--- config.mk ---
export PLATFORM = sky130hd
export DESIGN_NAME = rtch_back
export DESIGN_NICKNAME = d
export VERILOG_FILES = /design/src/sv/rtch_pkg.sv /design/src/sv/rtch_back.sv
export SDC_FILE = /design/constraint.sdc
export NUM_CORES = 1
export LEC_CHECK = 0
export BUFFER_PORTS_ARGS = -buffer_cell sky130_fd_sc_hd__buf_4
export CELL_PAD_IN_SITES_DETAIL_PLACEMENT = 0
export CELL_PAD_IN_SITES_GLOBAL_PLACEMENT = 1
export CORE_MARGIN = 1.5
export CORE_UTILIZATION = 33
export CTS_BUF_LIST = sky130_fd_sc_hd__clkbuf_4
export DETAILED_ROUTE_END_ITERATION = 12
export GPL_TIMING_DRIVEN = 0
export HOLD_SLACK_MARGIN = 0.02
export MAX_ROUTING_LAYER = met4
export PLACE_DENSITY = 0.71
export SYNTH_ARGS = -nofsm -noshare
export SYNTH_HDL_FRONTEND = slang
export SYNTH_SLANG_ARGS = --single-unit
--- constraint.sdc ---
create_clock -name clk -period 18.35 [get_ports clk]
set_input_delay 3.67 -clock clk [delete_from_list [all_inputs] [get_ports clk]]
set_output_delay 3.67 -clock clk [all_outputs]
set_load 0.02 [all_outputs]
--- src/sv/rtch_pkg.sv ---
`default_nettype none

package rtch_pkg;

  // Number format.
  localparam int FRAC_BITS = 16;
  localparam int UV_BITS = 16;
  localparam int COORD_W = 32;
  localparam int DIST_W = 31;
  localparam int UV_W = UV_BITS + 1;
  localparam int INDEX_W = 16;

  // A floored product is 48 bits wide and a sum of three stays well inside 50 bits.
  localparam int PROD_W = 2 * COORD_W;
  localparam int DOT_W = 50;

  // Smallest distance and determinant magnitude, 1e-6 in fixed point, at least one LSB.
  localparam int EPS_RAW = ((1 << FRAC_BITS) + 500000) / 1000000;
  localparam int EPS_FIX = (EPS_RAW > 0) ? EPS_RAW : 1;
  localparam logic [DIST_W-1:0] T_MAX = {DIST_W{1'b1}};

  // Divider length: one quotient bit per cycle.
  localparam int T_ITERS = DIST_W;
  localparam int ITER_W = $clog2(T_ITERS);

  // Queue between the front and the back.
  localparam int QUEUE_DEPTH = 2;
  localparam int QPTR_W = $clog2(QUEUE_DEPTH);
  localparam int QCNT_W = $clog2(QUEUE_DEPTH + 1);

  // Register indexes of the configuration port.
  localparam int CFG_IDX_W = 3;
  localparam logic [CFG_IDX_W-1:0] CFG_ORIGIN_X = 3'd0;
  localparam logic [CFG_IDX_W-1:0] CFG_ORIGIN_Y = 3'd1;
  localparam logic [CFG_IDX_W-1:0] CFG_ORIGIN_Z = 3'd2;
  localparam logic [CFG_IDX_W-1:0] CFG_DIR_X = 3'd3;
  localparam logic [CFG_IDX_W-1:0] CFG_DIR_Y = 3'd4;
  localparam logic [CFG_IDX_W-1:0] CFG_DIR_Z = 3'd5;
  localparam logic [CFG_IDX_W-1:0] CFG_LIMIT = 3'd6;

  // Product groups of the front sequencer: cross products first, then dot products.
  localparam int GRP_W = 4;
  localparam logic [GRP_W-1:0] G_P0 = 4'd0;
  localparam logic [GRP_W-1:0] G_P1 = 4'd1;
  localparam logic [GRP_W-1:0] G_P2 = 4'd2;
  localparam logic [GRP_W-1:0] G_Q0 = 4'd3;
  localparam logic [GRP_W-1:0] G_Q1 = 4'd4;
  localparam logic [GRP_W-1:0] G_Q2 = 4'd5;
  localparam logic [GRP_W-1:0] G_DET = 4'd6;
  localparam logic [GRP_W-1:0] G_UN = 4'd7;
  localparam logic [GRP_W-1:0] G_VN = 4'd8;
  localparam logic [GRP_W-1:0] G_TN = 4'd9;

  typedef enum logic [1:0] {F_IDLE, F_RUN, F_CLASS} front_state_t;
  typedef enum logic [1:0] {B_IDLE, B_DIV, B_DONE} back_state_t;

  // Ray registers seen by the front.
  typedef struct packed {
    logic signed [COORD_W-1:0] ox;
    logic signed [COORD_W-1:0] oy;
    logic signed [COORD_W-1:0] oz;
    logic signed [COORD_W-1:0] dx;
    logic signed [COORD_W-1:0] dy;
    logic signed [COORD_W-1:0] dz;
  } ray_t;

  // Distance limit write seen by the back.
  typedef struct packed {
    logic we;
    logic [DIST_W-1:0] value;
  } lim_wr_t;

  // One classified triangle, sign-normalized so that det is not negative.
  typedef struct packed {
    logic cand;
    logic [DOT_W-1:0] det;
    logic [DOT_W-1:0] un;
    logic [DOT_W-1:0] vn;
    logic [DOT_W-1:0] tn;
    logic [INDEX_W-1:0] tri_index;
    logic last_tri;
  } cand_t;

  // Saturating difference of two coordinates.
  function automatic logic signed [COORD_W-1:0] sat_sub(input logic signed [COORD_W-1:0] x,
                                                         input logic signed [COORD_W-1:0] y);
    logic signed [COORD_W:0] d;
    d = {x[COORD_W-1], x} - {y[COORD_W-1], y};
    if (d[COORD_W] != d[COORD_W-1]) begin
      return d[COORD_W] ? {1'b1, {(COORD_W-1){1'b0}}} : {1'b0, {(COORD_W-1){1'b1}}};
    end
    return d[COORD_W-1:0];
  endfunction

  // Saturate a wide sum to a coordinate.
  function automatic logic signed [COORD_W-1:0] sat_dot(input logic signed [DOT_W-1:0] x);
    logic [DOT_W-COORD_W:0] upper;
    upper = x[DOT_W-1:COORD_W-1];
    if ((&upper) || !(|upper)) begin
      return x[COORD_W-1:0];
    end
    return x[DOT_W-1] ? {1'b1, {(COORD_W-1){1'b0}}} : {1'b0, {(COORD_W-1){1'b1}}};
  endfunction

  // Cross product groups take two terms, dot product groups three.
  function automatic logic term_last(input logic [GRP_W-1:0] grp, input logic [1:0] term);
    return (grp < G_DET) ? (term == 2'd1) : (term == 2'd2);
  endfunction

endpackage

`default_nettype wire

--- src/sv/rtch_back.sv ---
`default_nettype none

module rtch_back (
  input  wire logic                          clk,
  input  wire logic                          rst,
  input  rtch_pkg::lim_wr_t                  lim_wr,
  input  rtch_pkg::cand_t                    q_data,
  input  wire logic                          q_empty,
  output logic                               pop,
  output logic                               out_valid,
  input  wire logic                          out_stall,
  output logic                               is_new_closest,
  output logic [rtch_pkg::DIST_W-1:0]        closest_distance,
  output logic [rtch_pkg::UV_W-1:0]          closest_u,
  output logic [rtch_pkg::UV_W-1:0]          closest_v,
  output logic [rtch_pkg::INDEX_W-1:0]       closest_index,
  output logic                               found_any,
  output logic                               ray_done
);
  import rtch_pkg::*;

  back_state_t state;
  back_state_t state_next;
  logic load_out;
  logic out_free;

  // Item under division.
  logic cand;
  logic [INDEX_W-1:0] idx;
  logic last;
  logic [DOT_W-1:0] den;
  logic [DOT_W-1:0] rem_t;
  logic [DOT_W-1:0] rem_u;
  logic [DOT_W-1:0] rem_v;
  logic [T_ITERS-1:0] tbits;
  logic [T_ITERS-1:0] qt;
  logic [UV_BITS-1:0] qu;
  logic [UV_BITS-1:0] qv;
  logic u_full;
  logic v_full;
  logic sat_t;
  logic [ITER_W-1:0] cnt;

  // Running closest hit and the limit it reloads from.
  logic [DIST_W-1:0] limit;
  logic [DIST_W-1:0] held_distance;
  logic [UV_W-1:0] held_u;
  logic [UV_W-1:0] held_v;
  logic [INDEX_W-1:0] held_index;
  logic any_hit_flag;

  logic [DOT_W-1:0] rt2;
  logic [DOT_W-1:0] ru2;
  logic [DOT_W-1:0] rv2;
  logic [DIST_W-1:0] t_val;
  logic [UV_W-1:0] u_val;
  logic [UV_W-1:0] v_val;
  logic hit;

  assign out_free = !out_valid || !out_stall;

  // Next state.
  always_comb begin
    state_next = state;
    case (state)
      B_IDLE: begin
        if (!q_empty) begin
          state_next = q_data.cand ? B_DIV : B_DONE;
        end
      end
      B_DIV: begin
        if (cnt == ITER_W'(T_ITERS - 1)) begin
          state_next = B_DONE;
        end
      end
      B_DONE: begin
        if (out_free) begin
          state_next = B_IDLE;
        end
      end
      default: state_next = B_IDLE;
    endcase
  end

  // Control outputs.
  always_comb begin
    pop = (state == B_IDLE) && !q_empty;
    load_out = (state == B_DONE) && out_free;
  end

  always_ff @(posedge clk) begin
    if (rst) begin
      state <= B_IDLE;
    end else begin
      state <= state_next;
    end
  end

  // One restoring step for each of the three quotients.
  always_comb begin
    rt2 = {rem_t[DOT_W-2:0], tbits[T_ITERS-1]};
    ru2 = {rem_u[DOT_W-2:0], 1'b0};
    rv2 = {rem_v[DOT_W-2:0], 1'b0};
  end

  always_ff @(posedge clk) begin
    if (pop) begin
      cand <= q_data.cand;
      idx <= q_data.tri_index;
      last <= q_data.last_tri;
      den <= q_data.det;
      // t overflows exactly when tn >= det * 2^15.
      sat_t <= ((q_data.tn >> (T_ITERS - FRAC_BITS)) >= q_data.det);
      rem_t <= q_data.tn >> (T_ITERS - FRAC_BITS);
      tbits <= {q_data.tn[T_ITERS-FRAC_BITS-1:0], {FRAC_BITS{1'b0}}};
      rem_u <= q_data.un;
      rem_v <= q_data.vn;
      u_full <= (q_data.un == q_data.det);
      v_full <= (q_data.vn == q_data.det);
      cnt <= '0;
    end else if (state == B_DIV) begin
      cnt <= cnt + 1'b1;
      tbits <= tbits << 1;
      if (rt2 >= den) begin
        rem_t <= rt2 - den;
        qt <= {qt[T_ITERS-2:0], 1'b1};
      end else begin
        rem_t <= rt2;
        qt <= {qt[T_ITERS-2:0], 1'b0};
      end
      if (cnt < ITER_W'(UV_BITS)) begin
        if (ru2 >= den) begin
          rem_u <= ru2 - den;
          qu <= {qu[UV_BITS-2:0], 1'b1};
        end else begin
          rem_u <= ru2;
          qu <= {qu[UV_BITS-2:0], 1'b0};
        end
        if (rv2 >= den) begin
          rem_v <= rv2 - den;
          qv <= {qv[UV_BITS-2:0], 1'b1};
        end else begin
          rem_v <= rv2;
          qv <= {qv[UV_BITS-2:0], 1'b0};
        end
      end
    end
  end

  // Final distance test against the held hit.
  always_comb begin
    t_val = sat_t ? T_MAX : qt;
    u_val = u_full ? UV_W'(1 << UV_BITS) : {1'b0, qu};
    v_val = v_full ? UV_W'(1 << UV_BITS) : {1'b0, qv};
    hit = cand && (t_val > DIST_W'(EPS_FIX)) && (t_val < held_distance);
  end

  // Held hit, output register and batch reload.
  always_ff @(posedge clk) begin
    if (rst) begin
      limit <= T_MAX;
      held_distance <= T_MAX;
      held_u <= '0;
      held_v <= '0;
      held_index <= '0;
      any_hit_flag <= 1'b0;
      out_valid <= 1'b0;
    end else begin
      if (lim_wr.we) begin
        limit <= lim_wr.value;
        if (!any_hit_flag) begin
          held_distance <= lim_wr.value;
        end
      end
      if (load_out) begin
        out_valid <= 1'b1;
        is_new_closest <= hit;
        closest_distance <= hit ? t_val : held_distance;
        closest_u <= hit ? u_val : held_u;
        closest_v <= hit ? v_val : held_v;
        closest_index <= hit ? idx : held_index;
        found_any <= hit || any_hit_flag;
        ray_done <= last;
        if (last) begin
          held_distance <= limit;
          held_u <= '0;
          held_v <= '0;
          held_index <= '0;
          any_hit_flag <= 1'b0;
        end else if (hit) begin
          held_distance <= t_val;
          held_u <= u_val;
          held_v <= v_val;
          held_index <= idx;
          any_hit_flag <= 1'b1;
        end
      end else if (!out_stall) begin
        out_valid <= 1'b0;
      end
    end
  end

  a_new_implies_found: assert property (@(posedge clk) disable iff (rst)
    out_valid && is_new_closest |-> found_any)
    else $error("new closest hit without found flag");

  a_hit_above_eps: assert property (@(posedge clk) disable iff (rst)
    out_valid && is_new_closest |-> closest_distance > DIST_W'(EPS_FIX))
    else $error("hit distance not above epsilon");

  a_empty_hit_zero: assert property (@(posedge clk) disable iff (rst)
    out_valid && !found_any |-> closest_u == '0 && closest_v == '0 && closest_index == '0)
    else $error("no hit held but hit fields nonzero");

endmodule

`default_nettype wire

==> results of run 1 <==
==> state kept, by name (all words and copies together), names as in the netlist, 15 cells and up <==
register          count
den                  50
rem_t                49
rem_u                49
rem_v                49
closest_distance     31
held_distance        31
limit                31
qt                   31
closest_u            17
closest_v            17
held_u               17
held_v               17
closest_index        16
held_index           16
idx                  16
qu                   16
qv                   16
tbits                15
==> worst register-to-register path: cells and delay by family, from the launching register on <==
| kind | cells | cell delay (ns) |
|---|---|---|
| buffers and inverters | 4 | 1.39 |
| adder cells (fa/ha/maj) | 1 | 0.35 |
| AND/OR/NAND/NOR | 4 | 1.54 |
| flip-flops | 1 | 0.33 |
| AO/OA/AOI/OAI | 6 | 1.29 |
==> how the worst max path moves through the flow <==
stage	to	depth (start not counted)	slack (ns)
finish	pop	7	8.25
global route	pop	7	8.16
CTS	pop	7	8.17
detailed placement	pop	7	8.17
global placement	rem_v[9]	7	4.45
floorplan	pop	5	7.92
==> layout by cell type, fill, tap and decap left out, types with 146 or more instances in the layout <==
cell type,Yosys,routed
clkbuf_4,0,214
a21oi_1,337,337
nand2_1,389,389
inv_1,167,166
ha_1,215,215
nor2_1,237,236
xor2_1,167,167
edfxtp_1,366,366
clkbuf_1,147,146
buf_4,0,338
==> cells in the mapped netlist, drive strengths merged (37+ instances only) <==
library cell | number | share of area, %
nor4 | 41 | 0.80
nand2 | 389 | 4.6
xnor2 | 59 | 1.6
nor2b | 88 | 1.7
a21oi | 337 | 5.3
a211o | 60 | 1.6
inv | 170 | 2.0
xor2 | 167 | 4.6
edfxtp | 366 | 34
nand3 | 79 | 1.2
a21o | 80 | 1.9
clkbuf | 147 | 1.7
nand4 | 48 | 0.94
o21ai | 206 | 3.2
a22o | 55 | 1.5
nand2b | 53 | 1.0
dfxtp | 135 | 8.5
a21boi | 37 | 0.87
ha | 215 | 8.4
nor2 | 237 | 2.8
mux2i | 58 | 1.8
==> cells by family after synthesis <==
| family | count (synthesis) |
|---|---|
| AOI/OAI and AO/OA | 1015 |
| muxes | 64 |
| adders and majority gates | 220 |
| buffers and inverters | 341 |
| xor gates and xnor gates | 226 |
| DFF | 501 |
| and+or+nand+nor | 1076 |
==> routing by layer <==
layer  part of all wire [%]  wire length, um  track usage, %  up-vias
li1                       -                -               -    13700
met1                     43            53700            32.8    13900
met2                     45            56000            38.8     1238
met3                    7.7             9570            4.84      274
met4                    4.5             5670            11.1        0
met5                      0                0               -        -
==> metrics by stage <==
step           hold slack, ns  cells  instance area, sq um  setup WS [ns]  power [mW]
2_1_floorplan           0.418   3443                 32000           7.92        2.52
3_3_place_gp            0.424   5046                 36100           4.45        3.03
3_5_place_dp            0.426   5057                 36400           8.17        3.02
4_1_cts                 0.423   5313                 38200           8.17        4.14
5_1_grt                 0.437   5318                 38300           8.16        4.38
6_report                0.427   5319                 38300           8.25        4.14
==> cell type report <==
cell class	instances	area (sq um)
flip-flops and latches	501	13700
well taps	1265	1580
diodes	6	15.0
clock buffers	214	1610
fillers	9817	57200
repair buffers	349	2780
inverters	170	638
clock inverters	42	272
multi-input cells	2601	17000
plain buffers	171	651
==> report_power, final <==
part,internal (mW),total (mW),switching (mW)
combinational,0.583,1.59,1.01
clock,0.557,1.10,0.543
sequential,1.38,1.45,0.0655
==> run metrics, run 1 <==
outcome finished, final reports clean; CTS root buffer clkbuf_4; capturing point of the worst reg2reg path rem_v[2]; vias 29,100; fin. max-slew vios 0; Hold Vio Cnt, Final 0; Final GP Congestion a little under 1; Post-synth EDFFs approximately 370; Worst Hold Path EP qu[3]; Max VDD drop approximately 0.000053 V; Yosys Warn Count 0; routed wire length per instance 23.5 um; Hold Path Stages 0; f_max 99.1 MHz; Clk pin slew, worst setup/hold paths 0.07 ns; startpoint types input pin; I/O Pins 340; crit path kind input pin to output port; CP Buf/Inv Count 6; worst-skew pair later-pin latency 1.04 ns; critical path's slowest cell clkbuf_1; final setup fails 0; CTS tree built; drt via density 5.47; Final Skew 0.0924 ns; fin nets 4,410; Post-DRT Antenna Nets 0; XOR/XNOR Fraction of Synth Area under 10%; total gr overflow 0; pin count of the biggest net entering global routing 39; R2R Path Start den[23]; worst hold path class flop to flop; number of global-route vias before repair 27,900; DP HPWL between 90,000 and 100,000 um; crit path DAT 6.43 ns; PwrDens 108 nW/um^2; post-cts sizing count 0; Gate Count Post-Synth 3,443; Initial Utilization between 30% and 40%; Critical Path Max Stage Delay 0.86 ns; max_slew headroom 5.89%; Hold Crit Start qu[2]; Synth Cell Area 32,000 sq um; chip width 314 um; largest family of logic cells by synthesized area compound AO/OA/AOI/OAI gates; Setup crit start q_empty; core area 95,400 sq um; Post-Syn Area per Cell 9.29 sq um; adder-cell share of the synthesized area 8.66%; synthesis-to-finish area growth 19.7%; RSZ-0062 raised after global routing no; crit end category output port; FP Rows 113; ys flop type edfxtp_1; CTS H-Tree Depth 4; first-pass GRT wire length roughly 180,000 um; clock tree buffer depth 3; Cell Chain, Critical Path buf_4 -> or3_1 -> clkbuf_1 -> inv_1 -> clkbuf_1 -> buf_2 -> buf_4; ys async rst share 0%; Final TNS setup 0 ns; Period minus WS final 10.10 ns; max_cap viols 0; cts bufs inserted 144; share of layout cells above drive strength 1 between 15 and 20%; Total Wirelength between 100,000 and 150,000 um; Tot GR Track Use about a quarter; Synth Area in Compound Gates 20.4%; DRC 0; post-synthesis net count 3,915; sequential area share after synthesis 42.8%; antenna violations before repair 9; fin util between 40% and 50%; worst r2r path cells 15; Final period util 55.0%; Hold Buf Count CTS 0; first drt pass iteration count 6; Port Buffers between 300 and 400; Setup Buffers After CTS 0; CTS sink count 501; Worst EP required 14.68 ns; family with the most delay on the worst path buffers and inverters; R2R setup slack roughly 13 ns; Simple-Gate Fraction of Synth Area between 15 and 20%; Pleak 16.1 nW; multiplexer share of the synthesized area 2.03%; #FFs+latches synth 501; Die H between 300 and 400 um; die area just under 100,000 sq um; DR iter-0 viols between 2,000 and 3,000; Yosys cell types 82; worst-path maximum fanout 23; Worst Tran Pin Value approximately 1.4 ns
Note: power is estimated with default switching activity, not from simulation.
==> run 2, diff against run 1 <==
--- a/config.mk
+++ b/config.mk
@@ -15,7 +15,7 @@
 export GPL_TIMING_DRIVEN = 0
 export HOLD_SLACK_MARGIN = 0.02
 export MAX_ROUTING_LAYER = met4
-export PLACE_DENSITY = 0.71
+export PLACE_DENSITY = 0.73
 export SYNTH_ARGS = -nofsm -noshare
 export SYNTH_HDL_FRONTEND = slang
 export SYNTH_SLANG_ARGS = --single-unit
==> constraint.sdc (replaced) <==
create_clock -name clk -period 8.7 [get_ports clk]
set_input_delay 1.74 -clock clk [delete_from_list [all_inputs] [get_ports clk]]
set_output_delay 1.74 -clock clk [all_outputs]
set_load 0.02 [all_outputs]
==> run metrics, run 2 (synthesized netlist as in run 1, its figures left out) <==
outcome complete, but fails checks; violated checks capacitance limit, slew limit; DRC 0; CTS root buffer clkbuf_4; CTS sink count 501; share of layout cells above drive strength 1 15.7%; Setup Buffers After CTS 0; Final GP Congestion 1.00; Post-DRT Antenna Nets 0; Worst Tran Pin Value 1.54 ns; Tot GR Track Use 25.6%; chip width 314 um; Final period util a little under three quarters; Hold Buf Count CTS 0; die area 98,800 sq um; worst-skew pair later-pin latency 1.08 ns; CTS H-Tree Depth 4; Period minus WS final 6.16 ns; DR iter-0 viols between 2,000 and 3,000; max reg flops 50; synthesis-to-finish area growth 19.5%; antenna violations before repair 8; post-cts sizing count 0; fin. max-slew vios 2; clock tree buffer depth 3; Die H 314 um; crit end category output port; P_int 5.35 mW; I/O Pins 340; startpoint types input pin; fin nets roughly 4,400; part of the power in combinational logic between 30% and 40%; Final Skew 0.108 ns; Total Wirelength 125,000 um; fin util roughly two fifths; vias 28,900; Worst EP required 6.96 ns; Sw Pwr 3.38 mW; PwrDens 229 nW/um^2; drt via density around 5.4; final setup fails 0; crit path DAT 4.42 ns; f_max 162 MHz; DP HPWL 98,600 um; max_slew headroom -3.67%; Clk pin slew, worst setup/hold paths 0.06 ns; Hold Vio Cnt, Final 0; pin count of the biggest net entering global routing 41; Seq pwr share 34.9%; crit path kind input pin to output port; first-pass GRT wire length 182,000 um; worst-path maximum fanout 14; Max VDD drop 0.000124 V; routed wire length per instance 23.5 um; cts bufs inserted 144; max_cap viols 1; number of global-route vias before repair between 20,000 and 30,000; Biggest register den; Hold Path Stages 0; worst r2r path cells 13; most common cell after layout, fill and taps aside nand2_1; Post-Place Setup Slack roughly 2.5 ns; FP Rows 113; Sw Share 38.7%; total gr overflow 0; final setup margin 2.54 ns; CTS tree built; most frequent cells in the layout nand2_1, edfxtp_1, buf_4; Pleak 16.1 nW; RSZ-0062 raised after global routing no; first drt pass iteration count 5; Initial Utilization 33.5%; clock share of power 26.8%; Port Buffers around 340; core area between 90,000 and 100,000 sq um; worst hold path class flop to flop
[run 2: changes by cell type in the layout (fill, tap and decap cells not counted), sizes merged]
| cell | delta |
|---|---|
| diode | +1 |
| clkinv | -4 |
| clkbuf | +5 |
| bufinv | +1 |
| buf | -2 |
[run 2: final timing paths]
path	slack (ns)	end	startpoint
worst max-delay path	2.54	pop	q_empty
worst max register to register	3.61	rem_v[34]	den[22]
worst min register to register	0.42	qv[8]	qv[7]
worst min-delay path	0.42	qv[8]	qv[7]
[run 2: area by class of cell]
type | instances | area, sq um
Inverter | 170 | 638
Multi-Input combinational cell | 2601 | 17000
Fill cell | 9720 | 57200
Clock buffer | 219 | 1640
Antenna cell | 7 | 17.5
Timing Repair Buffer | 347 | 2720
Sequential cell | 501 | 13700
Tap cell | 1265 | 1580
Buffer | 171 | 651
Clock inverter | 39 | 244
[run 2: power by group through the flow]
stage / logic [mW] / clock network [mW] / registers, mW
final: 3.35 / 2.34 / 3.05
after global routing: 3.65 / 2.52 / 3.07
after CTS: 3.30 / 2.40 / 3.05
after detailed placement: 3.27 / 0 / 3.10
after global placement: 3.26 / 0 / 3.13
after floorplan: 2.22 / 0 / 3.09
[run 2: worst max-delay path, cell delays in order]
cell and delay (ns):
buf_4 0.11, or3_1 0.29, clkbuf_1 0.32, inv_1 0.22, clkbuf_1 0.85, buf_2 0.62, buf_4 0.24
[run 2: per-layer routing]
layer | wire, um | track usage (%)
met3 | 10100 | 5.01
met5 | 0 | -
met4 | 5690 | 11.7
met1 | 53300 | 32.8
met2 | 56100 | 39.1
[run 2: metrics by stage]
stage	hold WS (ns)	cells	power (mW)	setup TNS (ns)	cell area [sq um]
after floorplan	0.418	3443	5.31	0	32000
after global placement	0.424	5046	6.39	-496.02	36100
after detailed placement	0.426	5055	6.37	0	36300
after CTS	0.419	5313	8.74	0	38200
after global routing	0.430	5320	9.25	0	38200
final	0.421	5320	8.74	0	38200
