<file path="config.mk">
export PLATFORM = sky130hd
export DESIGN_NAME = rtch_queue
export DESIGN_NICKNAME = d
export VERILOG_FILES = /design/src/sv/rtch_pkg.sv /design/src/sv/rtch_queue.sv
export SDC_FILE = /design/constraint.sdc
export NUM_CORES = 1
export LEC_CHECK = 0
export ABC_CLOCK_PERIOD_IN_PS = 7600
export BUFFER_PORTS_ARGS = -buffer_cell sky130_fd_sc_hd__buf_2
export CORE_MARGIN = 2
export CORE_UTILIZATION = 34
export CTS_BUF_LIST = sky130_fd_sc_hd__clkbuf_8
export CTS_CLUSTER_DIAMETER = 60
export DETAILED_ROUTE_END_ITERATION = 12
export HOLD_SLACK_MARGIN = 0.06
export SYNTH_ARGS = -nofsm -noshare
export SYNTH_HDL_FRONTEND = slang
export SYNTH_SLANG_ARGS = --single-unit
</file>
<file path="constraint.sdc">
create_clock -name clk -period 7.6 [get_ports clk]
set_input_delay 1.52 -clock clk [delete_from_list [all_inputs] [get_ports clk]]
set_output_delay 1.52 -clock clk [all_outputs]
set_load 0.01 [all_outputs]
</file>
<file path="src/sv/rtch_pkg.sv">
`default_nettype none

package rtch_pkg;

  // Number format.
  localparam int FRAC_BITS = 16;
  localparam int UV_BITS = 16;
  localparam int COORD_W = 32;
  localparam int DIST_W = 31;
  localparam int UV_W = UV_BITS + 1;
  localparam int INDEX_W = 16;

  // A floored product is 48 bits wide and a sum of three stays well inside 50 bits.
  localparam int PROD_W = 2 * COORD_W;
  localparam int DOT_W = 50;

  // Smallest distance and determinant magnitude, 1e-6 in fixed point, at least one LSB.
  localparam int EPS_RAW = ((1 << FRAC_BITS) + 500000) / 1000000;
  localparam int EPS_FIX = (EPS_RAW > 0) ? EPS_RAW : 1;
  localparam logic [DIST_W-1:0] T_MAX = {DIST_W{1'b1}};

  // Divider length: one quotient bit per cycle.
  localparam int T_ITERS = DIST_W;
  localparam int ITER_W = $clog2(T_ITERS);

  // Queue between the front and the back.
  localparam int QUEUE_DEPTH = 2;
  localparam int QPTR_W = $clog2(QUEUE_DEPTH);
  localparam int QCNT_W = $clog2(QUEUE_DEPTH + 1);

  // Register indexes of the configuration port.
  localparam int CFG_IDX_W = 3;
  localparam logic [CFG_IDX_W-1:0] CFG_ORIGIN_X = 3'd0;
  localparam logic [CFG_IDX_W-1:0] CFG_ORIGIN_Y = 3'd1;
  localparam logic [CFG_IDX_W-1:0] CFG_ORIGIN_Z = 3'd2;
  localparam logic [CFG_IDX_W-1:0] CFG_DIR_X = 3'd3;
  localparam logic [CFG_IDX_W-1:0] CFG_DIR_Y = 3'd4;
  localparam logic [CFG_IDX_W-1:0] CFG_DIR_Z = 3'd5;
  localparam logic [CFG_IDX_W-1:0] CFG_LIMIT = 3'd6;

  // Product groups of the front sequencer: cross products first, then dot products.
  localparam int GRP_W = 4;
  localparam logic [GRP_W-1:0] G_P0 = 4'd0;
  localparam logic [GRP_W-1:0] G_P1 = 4'd1;
  localparam logic [GRP_W-1:0] G_P2 = 4'd2;
  localparam logic [GRP_W-1:0] G_Q0 = 4'd3;
  localparam logic [GRP_W-1:0] G_Q1 = 4'd4;
  localparam logic [GRP_W-1:0] G_Q2 = 4'd5;
  localparam logic [GRP_W-1:0] G_DET = 4'd6;
  localparam logic [GRP_W-1:0] G_UN = 4'd7;
  localparam logic [GRP_W-1:0] G_VN = 4'd8;
  localparam logic [GRP_W-1:0] G_TN = 4'd9;

  typedef enum logic [1:0] {F_IDLE, F_RUN, F_CLASS} front_state_t;
  typedef enum logic [1:0] {B_IDLE, B_DIV, B_DONE} back_state_t;

  // Ray registers seen by the front.
  typedef struct packed {
    logic signed [COORD_W-1:0] ox;
    logic signed [COORD_W-1:0] oy;
    logic signed [COORD_W-1:0] oz;
    logic signed [COORD_W-1:0] dx;
    logic signed [COORD_W-1:0] dy;
    logic signed [COORD_W-1:0] dz;
  } ray_t;

  // Distance limit write seen by the back.
  typedef struct packed {
    logic we;
    logic [DIST_W-1:0] value;
  } lim_wr_t;

  // One classified triangle, sign-normalized so that det is not negative.
  typedef struct packed {
    logic cand;
    logic [DOT_W-1:0] det;
    logic [DOT_W-1:0] un;
    logic [DOT_W-1:0] vn;
    logic [DOT_W-1:0] tn;
    logic [INDEX_W-1:0] tri_index;
    logic last_tri;
  } cand_t;

  // Saturating difference of two coordinates.
  function automatic logic signed [COORD_W-1:0] sat_sub(input logic signed [COORD_W-1:0] x,
                                                         input logic signed [COORD_W-1:0] y);
    logic signed [COORD_W:0] d;
    d = {x[COORD_W-1], x} - {y[COORD_W-1], y};
    if (d[COORD_W] != d[COORD_W-1]) begin
      return d[COORD_W] ? {1'b1, {(COORD_W-1){1'b0}}} : {1'b0, {(COORD_W-1){1'b1}}};
    end
    return d[COORD_W-1:0];
  endfunction

  // Saturate a wide sum to a coordinate.
  function automatic logic signed [COORD_W-1:0] sat_dot(input logic signed [DOT_W-1:0] x);
    logic [DOT_W-COORD_W:0] upper;
    upper = x[DOT_W-1:COORD_W-1];
    if ((&upper) || !(|upper)) begin
      return x[COORD_W-1:0];
    end
    return x[DOT_W-1] ? {1'b1, {(COORD_W-1){1'b0}}} : {1'b0, {(COORD_W-1){1'b1}}};
  endfunction

  // Cross product groups take two terms, dot product groups three.
  function automatic logic term_last(input logic [GRP_W-1:0] grp, input logic [1:0] term);
    return (grp < G_DET) ? (term == 2'd1) : (term == 2'd2);
  endfunction

endpackage

`default_nettype wire

</file>
<file path="src/sv/rtch_queue.sv">
`default_nettype none

module rtch_queue (
  input  wire logic           clk,
  input  wire logic           rst,
  input  wire logic           push,
  input  rtch_pkg::cand_t     push_data,
  input  wire logic           pop,
  output rtch_pkg::cand_t     pop_data,
  output logic                full,
  output logic                empty
);
  import rtch_pkg::*;

  cand_t mem [QUEUE_DEPTH];
  logic [QPTR_W-1:0] wr_ptr;
  logic [QPTR_W-1:0] rd_ptr;
  logic [QCNT_W-1:0] count;

  assign full = (count == QCNT_W'(QUEUE_DEPTH));
  assign empty = (count == '0);
  assign pop_data = mem[rd_ptr];

  // Storage.
  always_ff @(posedge clk) begin
    if (push && !full) begin
      mem[wr_ptr] <= push_data;
    end
  end

  // Pointers and fill count.
  always_ff @(posedge clk) begin
    if (rst) begin
      wr_ptr <= '0;
      rd_ptr <= '0;
      count <= '0;
    end else begin
      if (push && !full) begin
        wr_ptr <= (wr_ptr == QPTR_W'(QUEUE_DEPTH - 1)) ? '0 : wr_ptr + 1'b1;
      end
      if (pop && !empty) begin
        rd_ptr <= (rd_ptr == QPTR_W'(QUEUE_DEPTH - 1)) ? '0 : rd_ptr + 1'b1;
      end
      count <= count + QCNT_W'(push && !full) - QCNT_W'(pop && !empty);
    end
  end

  a_count_bound: assert property (@(posedge clk) disable iff (rst)
    count <= QCNT_W'(QUEUE_DEPTH))
    else $error("queue count beyond depth");

endmodule

`default_nettype wire

</file>
==> results by group, run 1 <==
Worst setup path
  • Max FO, Critical Path: 56
  • Gate family responsible for the most delay along the worst path: buffers and inverters
  • Arrival time worst endpoint: 2.98 ns
  • CP Capture Type: primary output
  • Critical setup path kind: register to primary output
  • Bufs and invs on worst path: 2
  • Cell at the slowest stage of the critical path: dfxtp_4
  • Kind of start point of the critical path: register
  • Required @ worst endpoint: 6.08 ns
  • Ordered cell list for the critical path: buf_4 > mux2_2 > buf_2
  • Critical path's largest stage delay: 0.85 ns

Placement
  • Post-place setup slack: approximately 3.7 ns
  • Number of buffers inserted by port buffering: around 440
  • Placer Congestion: 0.768
  • Post-detailed-placement half-perimeter wirelength: 22.8 mm

STA
  • Number of max-slew violations in the final report: 0
  • Total negative setup slack: 0 ns
  • Relative max-transition margin: 35.9%
  • Fin crit share: a little under 60%
  • Slew at the pin closest to its max-slew limit: 0.961 ns
  • Post-layout min period: roughly 4.5 ns
  • Post-route clock skew: 0.0168 ns
  • Unrepaired setup endpoints after global routing: no
  • Final count of hold timing violations: 0
  • Final Setup Violations: 0
  • Post-route setup slack: 3.10 ns
  • Max Clk Rate: about 0.22 GHz

Clock tree
  • H-tree lvl count: 3
  • Clock latency on the worst-skew pair: 0.63 ns
  • Clock buffers created by TritonCTS: 74
  • Buffer levels on the longest clock path: 3
  • Quantity of hold-fixing buffers added after cts: 0
  • Cell at the root of the clock tree: clkbuf_8
  • Postcts setup bufs: 0
  • CTS sink cnt: ~440
  • Total of cells resized after clock tree synthesis: 0
  • TritonCTS clock tree: yes
  • Clock slew seen by the registers of the worst setup and hold paths: 0.06 ns

Synthesis
  • Post-Synth XOR/XNOR Area: 0.107%
  • Adder and majority cell fraction of the synthesized area: less than 1%
  • YS warnings: 0
  • Cell area after synthesis: 16400 sq um
  • Main synth FF type: edfxtp_1
  • Share of synthesized flip-flops with an asynchronous set or reset: 0%
  • Proportion of synthesized area in mux cells: between 10% and 20%
  • Unique cell type count in the Yosys netlist: 23
  • Synth Area in Compound Gates: less than 1%
  • Gate Count Post-Synth: 705
  • Count of flip-flops with a built-in enable after synthesis: 436
  • Synth Area per Inst: 23.2 sq um
  • Number of nets produced by synthesis: between 900 and 1000
  • Post-synthesis share of cell area spent on and, or, nand and nor gates: 0.336%
  • Largest family of logic cells by synthesized area: multiplexers
  • Sequential cell area fraction in the yosys report: 80.5%
  • Seq cells post-synth: 441

Global routing
  • Global-route wire length before repair: 50.7 mm
  • Initial antenna violation count: 10
  • Overall overflow remaining after global route: 0
  • Pin count of the biggest net entering global routing: 114
  • Number of global-route vias before repair: 8768
  • Global-route total usage across every layer: 13.5%

Routing
  • Drt first pass iters: 5
  • DRT iter0 DRCs: 371
  • Routed vias: between 8000 and 9000
  • Average wire length per cell after detail routing: around 18 um
  • Final routed wirelength across all metal layers: 34.6 mm
  • Residual DRC: 0
  • Antenna Nets Post-Route: 0
  • Via density per instance: 4.42

Floorplanning
  • DIE WIDTH: 224 um
  • Floorplan die area: 50000 sq um
  • Initial standard-cell utilization of the core: 34.4%
  • Total I/O pin count: about 440
  • Chip Height: 224 um
  • Standard-cell rows: 80
  • Core ar.: ~48000 sq um

Power
  • Power per cell area: 341 nW/um^2
  • Lkg Pwr: 7.88 nW
  • Total power of the final layout: 7.04 mW
  • Largest voltage drop on the vdd net: approximately 0.33 mV

Outcome
  • Outcome: finished clean

Min path
  • Class of the worst hold path: register to register

Run
  • Reported max-cap violation count: 0

Final layout
  • Growth of design area from synthesis to finish: 25.9%
  • Number of nets at the end of the flow: 1427
  • Share of layout cells above drive strength 1: 60.7%
  • Utilization after layout: 43.3%
## worst min-delay path: stages (launching register included)
cell	delay [ns]
dfxtp_1	0.31
o21ai_0	0.07
a21oi_1	0.06
## per-layer routing
metal	share of wire (%)	track usage (%)	vias up
met4	2.7	5.12	12
met5	0.24	0	-
met1	40	15.5	4039
met3	8.9	6.28	90
met2	48	22.0	332
li1	-	-	3833
## cell usage after synthesis (2+ instances only)
library cell | count | area share [%]
edfxtp_1 | 436 | 80
mux2_2 | 118 | 8.1
mux2_4 | 100 | 9.2
buf_2 | 10 | 0.31
buf_8 | 10 | 0.92
dfxtp_1 | 5 | 0.61
inv_1 | 4 | 0.092
nor2_1 | 4 | 0.092
buf_4 | 2 | 0.092
buf_6 | 2 | 0.14
ha_1 | 2 | 0.15
## placed cells by master (no fill, tap or decap), drive strengths merged
cell / Yosys / layout
a21oi: 1 / 1
and2: 1 / 1
and3: 1 / 1
buf: 24 / 446
bufinv: 0 / 3
clkbuf: 0 / 77
clkinv: 0 / 25
clkinvlp: 0 / 8
dfxtp: 5 / 5
diode: 0 / 4
edfxtp: 436 / 436
ha: 2 / 2
inv: 4 / 25
mux2: 218 / 218
nand2: 1 / 1
nand2b: 1 / 1
nor2: 4 / 4
nor2b: 1 / 1
nor3: 1 / 1
o21a: 1 / 1
o21ai: 1 / 1
or3: 1 / 1
xnor2: 1 / 1
xor2: 1 / 1
## area by class of cell
class	count	area (sq um)
well taps	615	769
fillers	4258	27000
inverters	4	22.5
multi-input cells	236	2950
flip-flops and latches	441	13200
clock buffers	77	1060
repair buffers	446	2280
clock inverters	57	339
diodes	4	10.0
## final timing paths
kind,start,to,slack [ns],depth (start not counted)
hold reg to reg,wr_ptr$_SDFFE_PP0P_,wr_ptr$_SDFFE_PP0P_,0.49,2
setup reg to reg,count[0]$_SDFF_PP0_,mem[0][9]$_DFFE_PP_,4.81,5
hold / removal,wr_ptr$_SDFFE_PP0P_,wr_ptr$_SDFFE_PP0P_,0.49,2
setup / recovery,register,pop_data[72],3.10,3
## sequential cells by signal, summed over array words and instances (netlist names), named ones only
name and flops:
rd_ptr 1, mem 436, wr_ptr 1, count 2
## power breakdown
part           internal, mW  switching, mW
logic                 0.890          0.939
registers              3.10          0.127
clock network          1.05          0.930
total                  5.04           2.00
## stage by stage
step | hold WS [ns] | cells | cell area (sq um)
CTS | 0.492 | 1876 | 20600
detailed placement | 0.484 | 1742 | 19200
floorplan | 0.452 | 705 | 16400
global placement | 0.478 | 1742 | 19200
finish | 0.491 | 1880 | 20600
global route | 0.514 | 1880 | 20600
## cells by family (layout without fill, tap and decap cells)
group	Yosys count	after routing
DFF	441	441
muxes	218	218
other	0	4
AOI/OAI and AO/OA	3	3
xor gates and xnor gates	2	2
buffers and inverters	28	584
adders and majority gates	2	2
and+or+nand+nor	11	11
Note: power is estimated with default switching activity, not from simulation.
==> run 2, diff against run 1 <==
Settings changed: ABC_CLOCK_PERIOD_IN_PS 7600 to 4200.
Clock period 7.6 ns to 4.2 ns, I/O delays scaled along.
==> run 2 against run 1 <==
Final area increased by 0.48%. Final cell count increased by 0.53%. Combinational power increased by 86%. Largest cell class unchanged. Routed wire length increased by 0.29%. Critical path depth unchanged. Via count increased by 0.69%. Global-route usage about the same. Core utilization increased by 0.21 points. Sequential share of layout area decreased by 0.30 points. Flip-flop and latch count unchanged. Power increased by 80%.
==> results by group, run 2 (synthesis gave the netlist of run 1 again) <==
STA
  • Hold Slack: 0.407 ns (-0.0834 ns)
  • Post-layout min period: 3.36 ns
  • Fin crit share: 80.1%
  • Final Setup Violations: 0 (unchanged)
  • Max Clk Rate: 0.297 GHz
  • Post-route setup slack: 0.837 ns (-2.26 ns)
  • Slew at the pin closest to its max-slew limit: 0.812 ns (-0.149 ns)
  • Post-route clock skew: 0.0174 ns (+0.000640 ns)
  • Number of max-slew violations in the final report: 0 (unchanged)
  • Relative max-transition margin: 45.8% (+9.9 points)
  • Unrepaired setup endpoints after global routing: no
  • Final count of hold timing violations: 0 (unchanged)
  • Total negative setup slack: 0 ns (unchanged)

Placement
  • Post-place setup slack: 1.42 ns (-2.30 ns)
  • Post-detailed-placement half-perimeter wirelength: 23.6 mm (+3.6%)
  • Number of buffers inserted by port buffering: 441 (unchanged)
  • Cell area after placement: 19400 sq um (+0.91%)
  • Placer Congestion: 0.792 (+3.1%)

Global routing
  • Initial antenna violation count: 8 (-2)
  • Overall overflow remaining after global route: 0 (unchanged)
  • Pin count of the biggest net entering global routing: 76 (-33%)
  • Global-route total usage across every layer: 13.5% (+0.036 points)
  • Number of global-route vias before repair: 8861 (+1.1%)
  • Global-route wire length before repair: 50.9 mm (+0.44%)

Worst setup path
  • Critical setup path kind: register to primary output
  • Ordered cell list for the critical path: buf_4 > mux2_2 > buf_2
  • Max FO, Critical Path: 53 (-5.4%)
  • CP Capture Type: primary output
  • Kind of start point of the critical path: register
  • Critical path's largest stage delay: 0.86 ns (about the same)
  • Required @ worst endpoint: 3.36 ns (-2.72 ns)
  • Cell at the slowest stage of the critical path: dfxtp_4
  • Arrival time worst endpoint: 2.52 ns (-0.46 ns)

Min path
  • Class of the worst hold path: input port to register

Power
  • Power per cell area: 611 nW/um^2 (+79%)
  • Lkg Pwr: 7.99 nW (+1.4%)
  • Largest voltage drop on the vdd net: 0.329 mV (unchanged)
  • Total power of the final layout: 12.7 mW (+80%)

Clock tree
  • Quantity of hold-fixing buffers added after cts: 0 (unchanged)
  • H-tree lvl count: 3 (unchanged)
  • Postcts setup bufs: 0 (unchanged)
  • Cell at the root of the clock tree: clkbuf_8
  • Clock slew seen by the registers of the worst setup and hold paths: 0.06 ns (about the same)
  • Buffer levels on the longest clock path: 3 (unchanged)
  • Total of cells resized after clock tree synthesis: 0 (unchanged)
  • Clock latency on the worst-skew pair: 0.61 ns (-0.02 ns)
  • CTS sink cnt: 441 (unchanged)
  • Clock buffers created by TritonCTS: 75 (+1.4%)
  • TritonCTS clock tree: yes

Floorplanning
  • Chip Height: 224 um (unchanged)
  • Core ar.: 47600 sq um (unchanged)
  • Floorplan die area: 50000 sq um (unchanged)
  • Standard-cell rows: 80 (unchanged)
  • DIE WIDTH: 224 um (unchanged)
  • Total I/O pin count: 442 (unchanged)
  • Initial standard-cell utilization of the core: 34.4% (unchanged)

Final layout
  • Registers with the most flip-flops: mem x436, count x2
  • Register ranked first by flip-flop count: mem
  • Max FFs per register: 436 (unchanged)
  • Most frequent cells in the layout: 441 x buf_2, 436 x edfxtp_1, 118 x mux2_2
  • Most common cell after layout, fill and taps aside: buf_2
  • Growth of design area from synthesis to finish: 26.5%
  • Share of layout cells above drive strength 1: 60.6% (-0.084 points)
  • Number of nets at the end of the flow: 1445 (+1.3%)
  • Final instance area: 20700 sq um (+0.48%)

Routing
  • Drt first pass iters: 4 (-1)
  • Final routed wirelength across all metal layers: 34.7 mm (+0.29%)
  • Routed vias: 8363 (+0.69%)
  • DRT iter0 DRCs: 358 (-3.5%)
  • Antenna Nets Post-Route: 0 (unchanged)
  • Residual DRC: 0 (unchanged)
  • Via density per instance: 4.42 (+0.15%)
  • Average wire length per cell after detail routing: 18.4 um (-0.24%)

Outcome
  • Outcome: finished clean

Run
  • Reported max-cap violation count: 0 (unchanged)
## run 2: changes by cell type in the layout (fill, tap and decap cells not counted)
cell | previous run | this run
buf_4 | 2 | 16
inv_1 | 23 | 35
clkinv_2 | 9 | 1
clkinv_1 | 16 | 10
clkinvlp_4 | 8 | 3
buf_12 | 3 | 6
bufinv_16 | 3 | 2
clkbuf_8 | 77 | 78
clkinv_4 | 0 | 1
inv_6 | 1 | 0
or3_1 | 1 | 0
or3_4 | 0 | 1
## run 2: layout make-up
class	instances	area, sq um
clock buffer	78	1070
sequential	441	13200
fill	4238	26900
multi-input combinational	236	2960
antenna	4	10.0
timing repair buffer	463	2450
inverter	4	26.3
tap	615	769
clock inverter	49	250
## run 2: worst max-delay path, delay by kind of cell (launching register included)
family,cells,cell delay (ns)
flip-flops,1,0.86
buffers and inverters,2,0.60
multiplexers,1,0.38
## run 2: where the power goes
part           internal, mW  leakage (nW)  total (mW)  switching [mW]
Clock                  1.82         0.789        3.41            1.59
Combinational          1.67          3.09        3.41            1.74
Sequential             5.61          4.11        5.83           0.222
Total                  9.10          7.99        12.7            3.55
## run 2: final timing paths
path | depth (start not counted) | slack (ns) | end | from
setup / recovery | 3 | 0.84 | pop_data[70] | register
hold / removal | 1 | 0.41 | mem[1][50]$_DFFE_PP_ | push_data[50]
setup reg to reg | 5 | 2.01 | mem[0][73]$_DFFE_PP_ | count[0]$_SDFF_PP0_
hold reg to reg | 2 | 0.54 | rd_ptr$_SDFFE_PP0P_ | rd_ptr$_SDFFE_PP0P_
## run 2: metrics by stage
step	util, %	std cells
2_1_floorplan	-	705
3_5_place_dp	40.7	1759
3_3_place_gp	40.7	1759
4_1_cts	43.5	1886
5_1_grt	43.5	1889
6_report	43.5	1890
## run 2: routing by layer
metal | track usage (%) | vias up | part of all wire, %
met2 | 22.3 | 323 | 50
met4 | 5.23 | 10 | 2.2
li1 | - | 3857 | -
met5 | 0 | - | 0.18
met3 | 6.20 | 75 | 8.9
met1 | 15.3 | 4098 | 39
==> run 3, diff against run 2 <==
Settings changed: ABC_CLOCK_PERIOD_IN_PS 4200 to 3000.
Clock period 4.2 ns to 3 ns, I/O delays scaled along.
==> run 3 against run 2 <==
Critical path type unchanged. Core utilization is 0.53 points higher. Non-clock buffer count is 19 higher. Highest routed layer unchanged. Combinational power is 48% higher.
==> results by group, run 3 (synthesis gave the netlist of run 1 again) <==
Final layout
  • Utilization after layout: 44.0% (+0.53 points)
  • Registers with the most flip-flops: mem x436, count x2
  • Post-route insts no fill: 1913 (+1.2%)
  • Growth of design area from synthesis to finish: 28.0%
  • Most frequent cells in the layout: 441 x buf_2, 436 x edfxtp_1, 118 x mux2_2
  • Max FFs per register: 436 (unchanged)
  • Register ranked first by flip-flop count: mem
  • Filler cell count: 4211 (-0.64%)
  • Multi-input gate area in the final layout: 2960 sq um (unchanged)
  • Share of layout cells above drive strength 1: 60.4% (-0.17 points)
  • Most common cell after layout, fill and taps aside: buf_2
  • Number of nets at the end of the flow: 1465 (+1.4%)
  • Reg area: 13200 sq um (unchanged)

Floorplanning
  • Initial standard-cell utilization of the core: 34.4% (unchanged)
  • Total I/O pin count: 442 (unchanged)
  • Chip Height: 224 um (unchanged)
  • DIE WIDTH: 224 um (unchanged)
  • Standard-cell rows: 80 (unchanged)
  • Floorplan die area: 50000 sq um (unchanged)
  • Core ar.: 47600 sq um (unchanged)

Clock tree
  • CTS sink cnt: 441 (unchanged)
  • Clock latency on the worst-skew pair: 0.63 ns (+0.02 ns)
  • TritonCTS clock tree: yes
  • Clock buffers created by TritonCTS: 76 (+1.3%)
  • Cell at the root of the clock tree: clkbuf_8
  • H-tree lvl count: 3 (unchanged)
  • Clock slew seen by the registers of the worst setup and hold paths: 0.06 ns (about the same)
  • Buffer levels on the longest clock path: 3 (unchanged)
  • Postcts setup bufs: 0 (unchanged)

Routing
  • Antenna Nets Post-Route: 0 (unchanged)
  • Via density per instance: 4.43 (+0.18%)
  • Final routed wirelength across all metal layers: 35.1 mm (+0.96%)
  • Drt first pass iters: 4 (unchanged)
  • DRT iter0 DRCs: 347 (-3.1%)
  • Average wire length per cell after detail routing: 18.3 um (-0.25%)
  • Routed vias: 8480 (+1.4%)
  • Residual DRC: 0 (unchanged)

Placement
  • Number of buffers inserted by port buffering: 441 (unchanged)
  • Number of placed instances, taps included: 1769 (+0.57%)
  • Post-detailed-placement half-perimeter wirelength: 24.0 mm (+1.7%)
  • Placer Congestion: 0.746 (-5.8%)
  • Post-place setup slack: 0.755 ns (-0.663 ns)

Power
  • Lkg Pwr: 8.10 nW (+1.3%)
  • Power per cell area: 852 nW/um^2 (+40%)
  • Total power of the final layout: 17.9 mW (+41%)
  • Largest voltage drop on the vdd net: 0.472 mV (+44%)

STA
  • Number of max-slew violations in the final report: 0 (unchanged)
  • Final Setup Violations: 0 (unchanged)
  • Total negative setup slack: 0 ns (unchanged)
  • Final count of hold timing violations: 0 (unchanged)
  • Post-layout min period: 2.81 ns
  • Max Clk Rate: roughly 0.36 GHz
  • Slew at the pin closest to its max-slew limit: 0.477 ns (-0.335 ns)
  • Unrepaired setup endpoints after global routing: no
  • Post-route setup slack: 0.188 ns (-0.649 ns)
  • Post-route clock skew: 0.0295 ns (+0.0121 ns)
  • Relative max-transition margin: 68.2% (+22 points)
  • Fin crit share: 93.7%

Global routing
  • Number of global-route vias before repair: 8963 (+1.2%)
  • Global-route total usage across every layer: 13.7% (+0.15 points)
  • Overall overflow remaining after global route: 0 (unchanged)
  • Pin count of the biggest net entering global routing: 66 (-13%)
  • Initial antenna violation count: 7 (-1)
  • Global-route wire length before repair: 51.3 mm (+0.81%)

Min path
  • Class of the worst hold path: input port to register

Worst setup path
  • Required @ worst endpoint: 2.40 ns (-0.96 ns)
  • Kind of start point of the critical path: register
  • CP Capture Type: primary output
  • R2r setup slk: 0.99 ns (-1.02 ns)
  • Critical setup path kind: register to primary output
  • Max FO, Critical Path: 57 (+7.5%)
  • Arrival time worst endpoint: 2.21 ns (-0.31 ns)

Run
  • Reported max-cap violation count: 0 (unchanged)

Outcome
  • Outcome: finished clean
-- run 3: cell count changes in the layout (fill, tap and decap cells not counted), sizes merged --
cell         before  now
clkinv           12   25
buf             463  473
dlygate4sd3       0    9
inv              36   30
diode             4    2
bufinv            2    1
clkbuf           78   79
clkinvlp          3    2
-- run 3: what timing repair did --
action,in CTS,in global routing
endpoints found under the hold margin,15,0
hold buffers,9,0
gates resized for setup,0,0
-- run 3: worst paths after layout --
kind / from / endpoint / cells past startpoint
max: register / pop_data[47] / 3
max reg2reg: count[0]$_SDFF_PP0_ / mem[0][113]$_DFFE_PP_ / 6
min reg2reg: wr_ptr$_SDFFE_PP0P_ / wr_ptr$_SDFFE_PP0P_ / 2
min: push_data[211] / mem[1][211]$_DFFE_PP_ / 1
-- run 3: per-layer routing --
metal	wire, um	global-route usage [%]
met5	52	0
met1	14200	15.7
met3	2920	5.76
met2	17000	22.4
met4	868	6.04
-- run 3: report_power, final --
group | switching [mW] | total [mW] | internal [mW] | leakage [nW]
Clock | 2.26 | 4.77 | 2.50 | 0.779
Sequential | 0.235 | 8.08 | 7.84 | 4.11
Combinational | 2.56 | 5.03 | 2.48 | 3.20
Total | 5.06 | 17.9 | 12.8 | 8.10
-- run 3: final cells by class --
type / count / share of cell area [%]
Inverter: 4 / 0.125
Clock buffer: 79 / 5.18
Clock inverter: 54 / 1.15
Antenna cell: 2 / 0.0239
Tap cell: 615 / 3.67
Timing Repair Buffer: 482 / 12.9
Multi-Input combinational cell: 236 / 14.1
Sequential cell: 441 / 62.9
-- run 3: through the flow --
stage / hold WS [ns] / cell area (sq um)
floorplan: 0.456 / 16400
global route: 0.0753 / 21000
global placement: 0.495 / 19600
finish: 0.159 / 21000
CTS: 0.0608 / 21000
detailed placement: 0.489 / 19600
-- run 3: worst max-delay path: stages, from the launching register on --
cell     delay [ns]
dfxtp_4        0.57
buf_12         0.38
mux2_2         0.39
buf_2          0.14
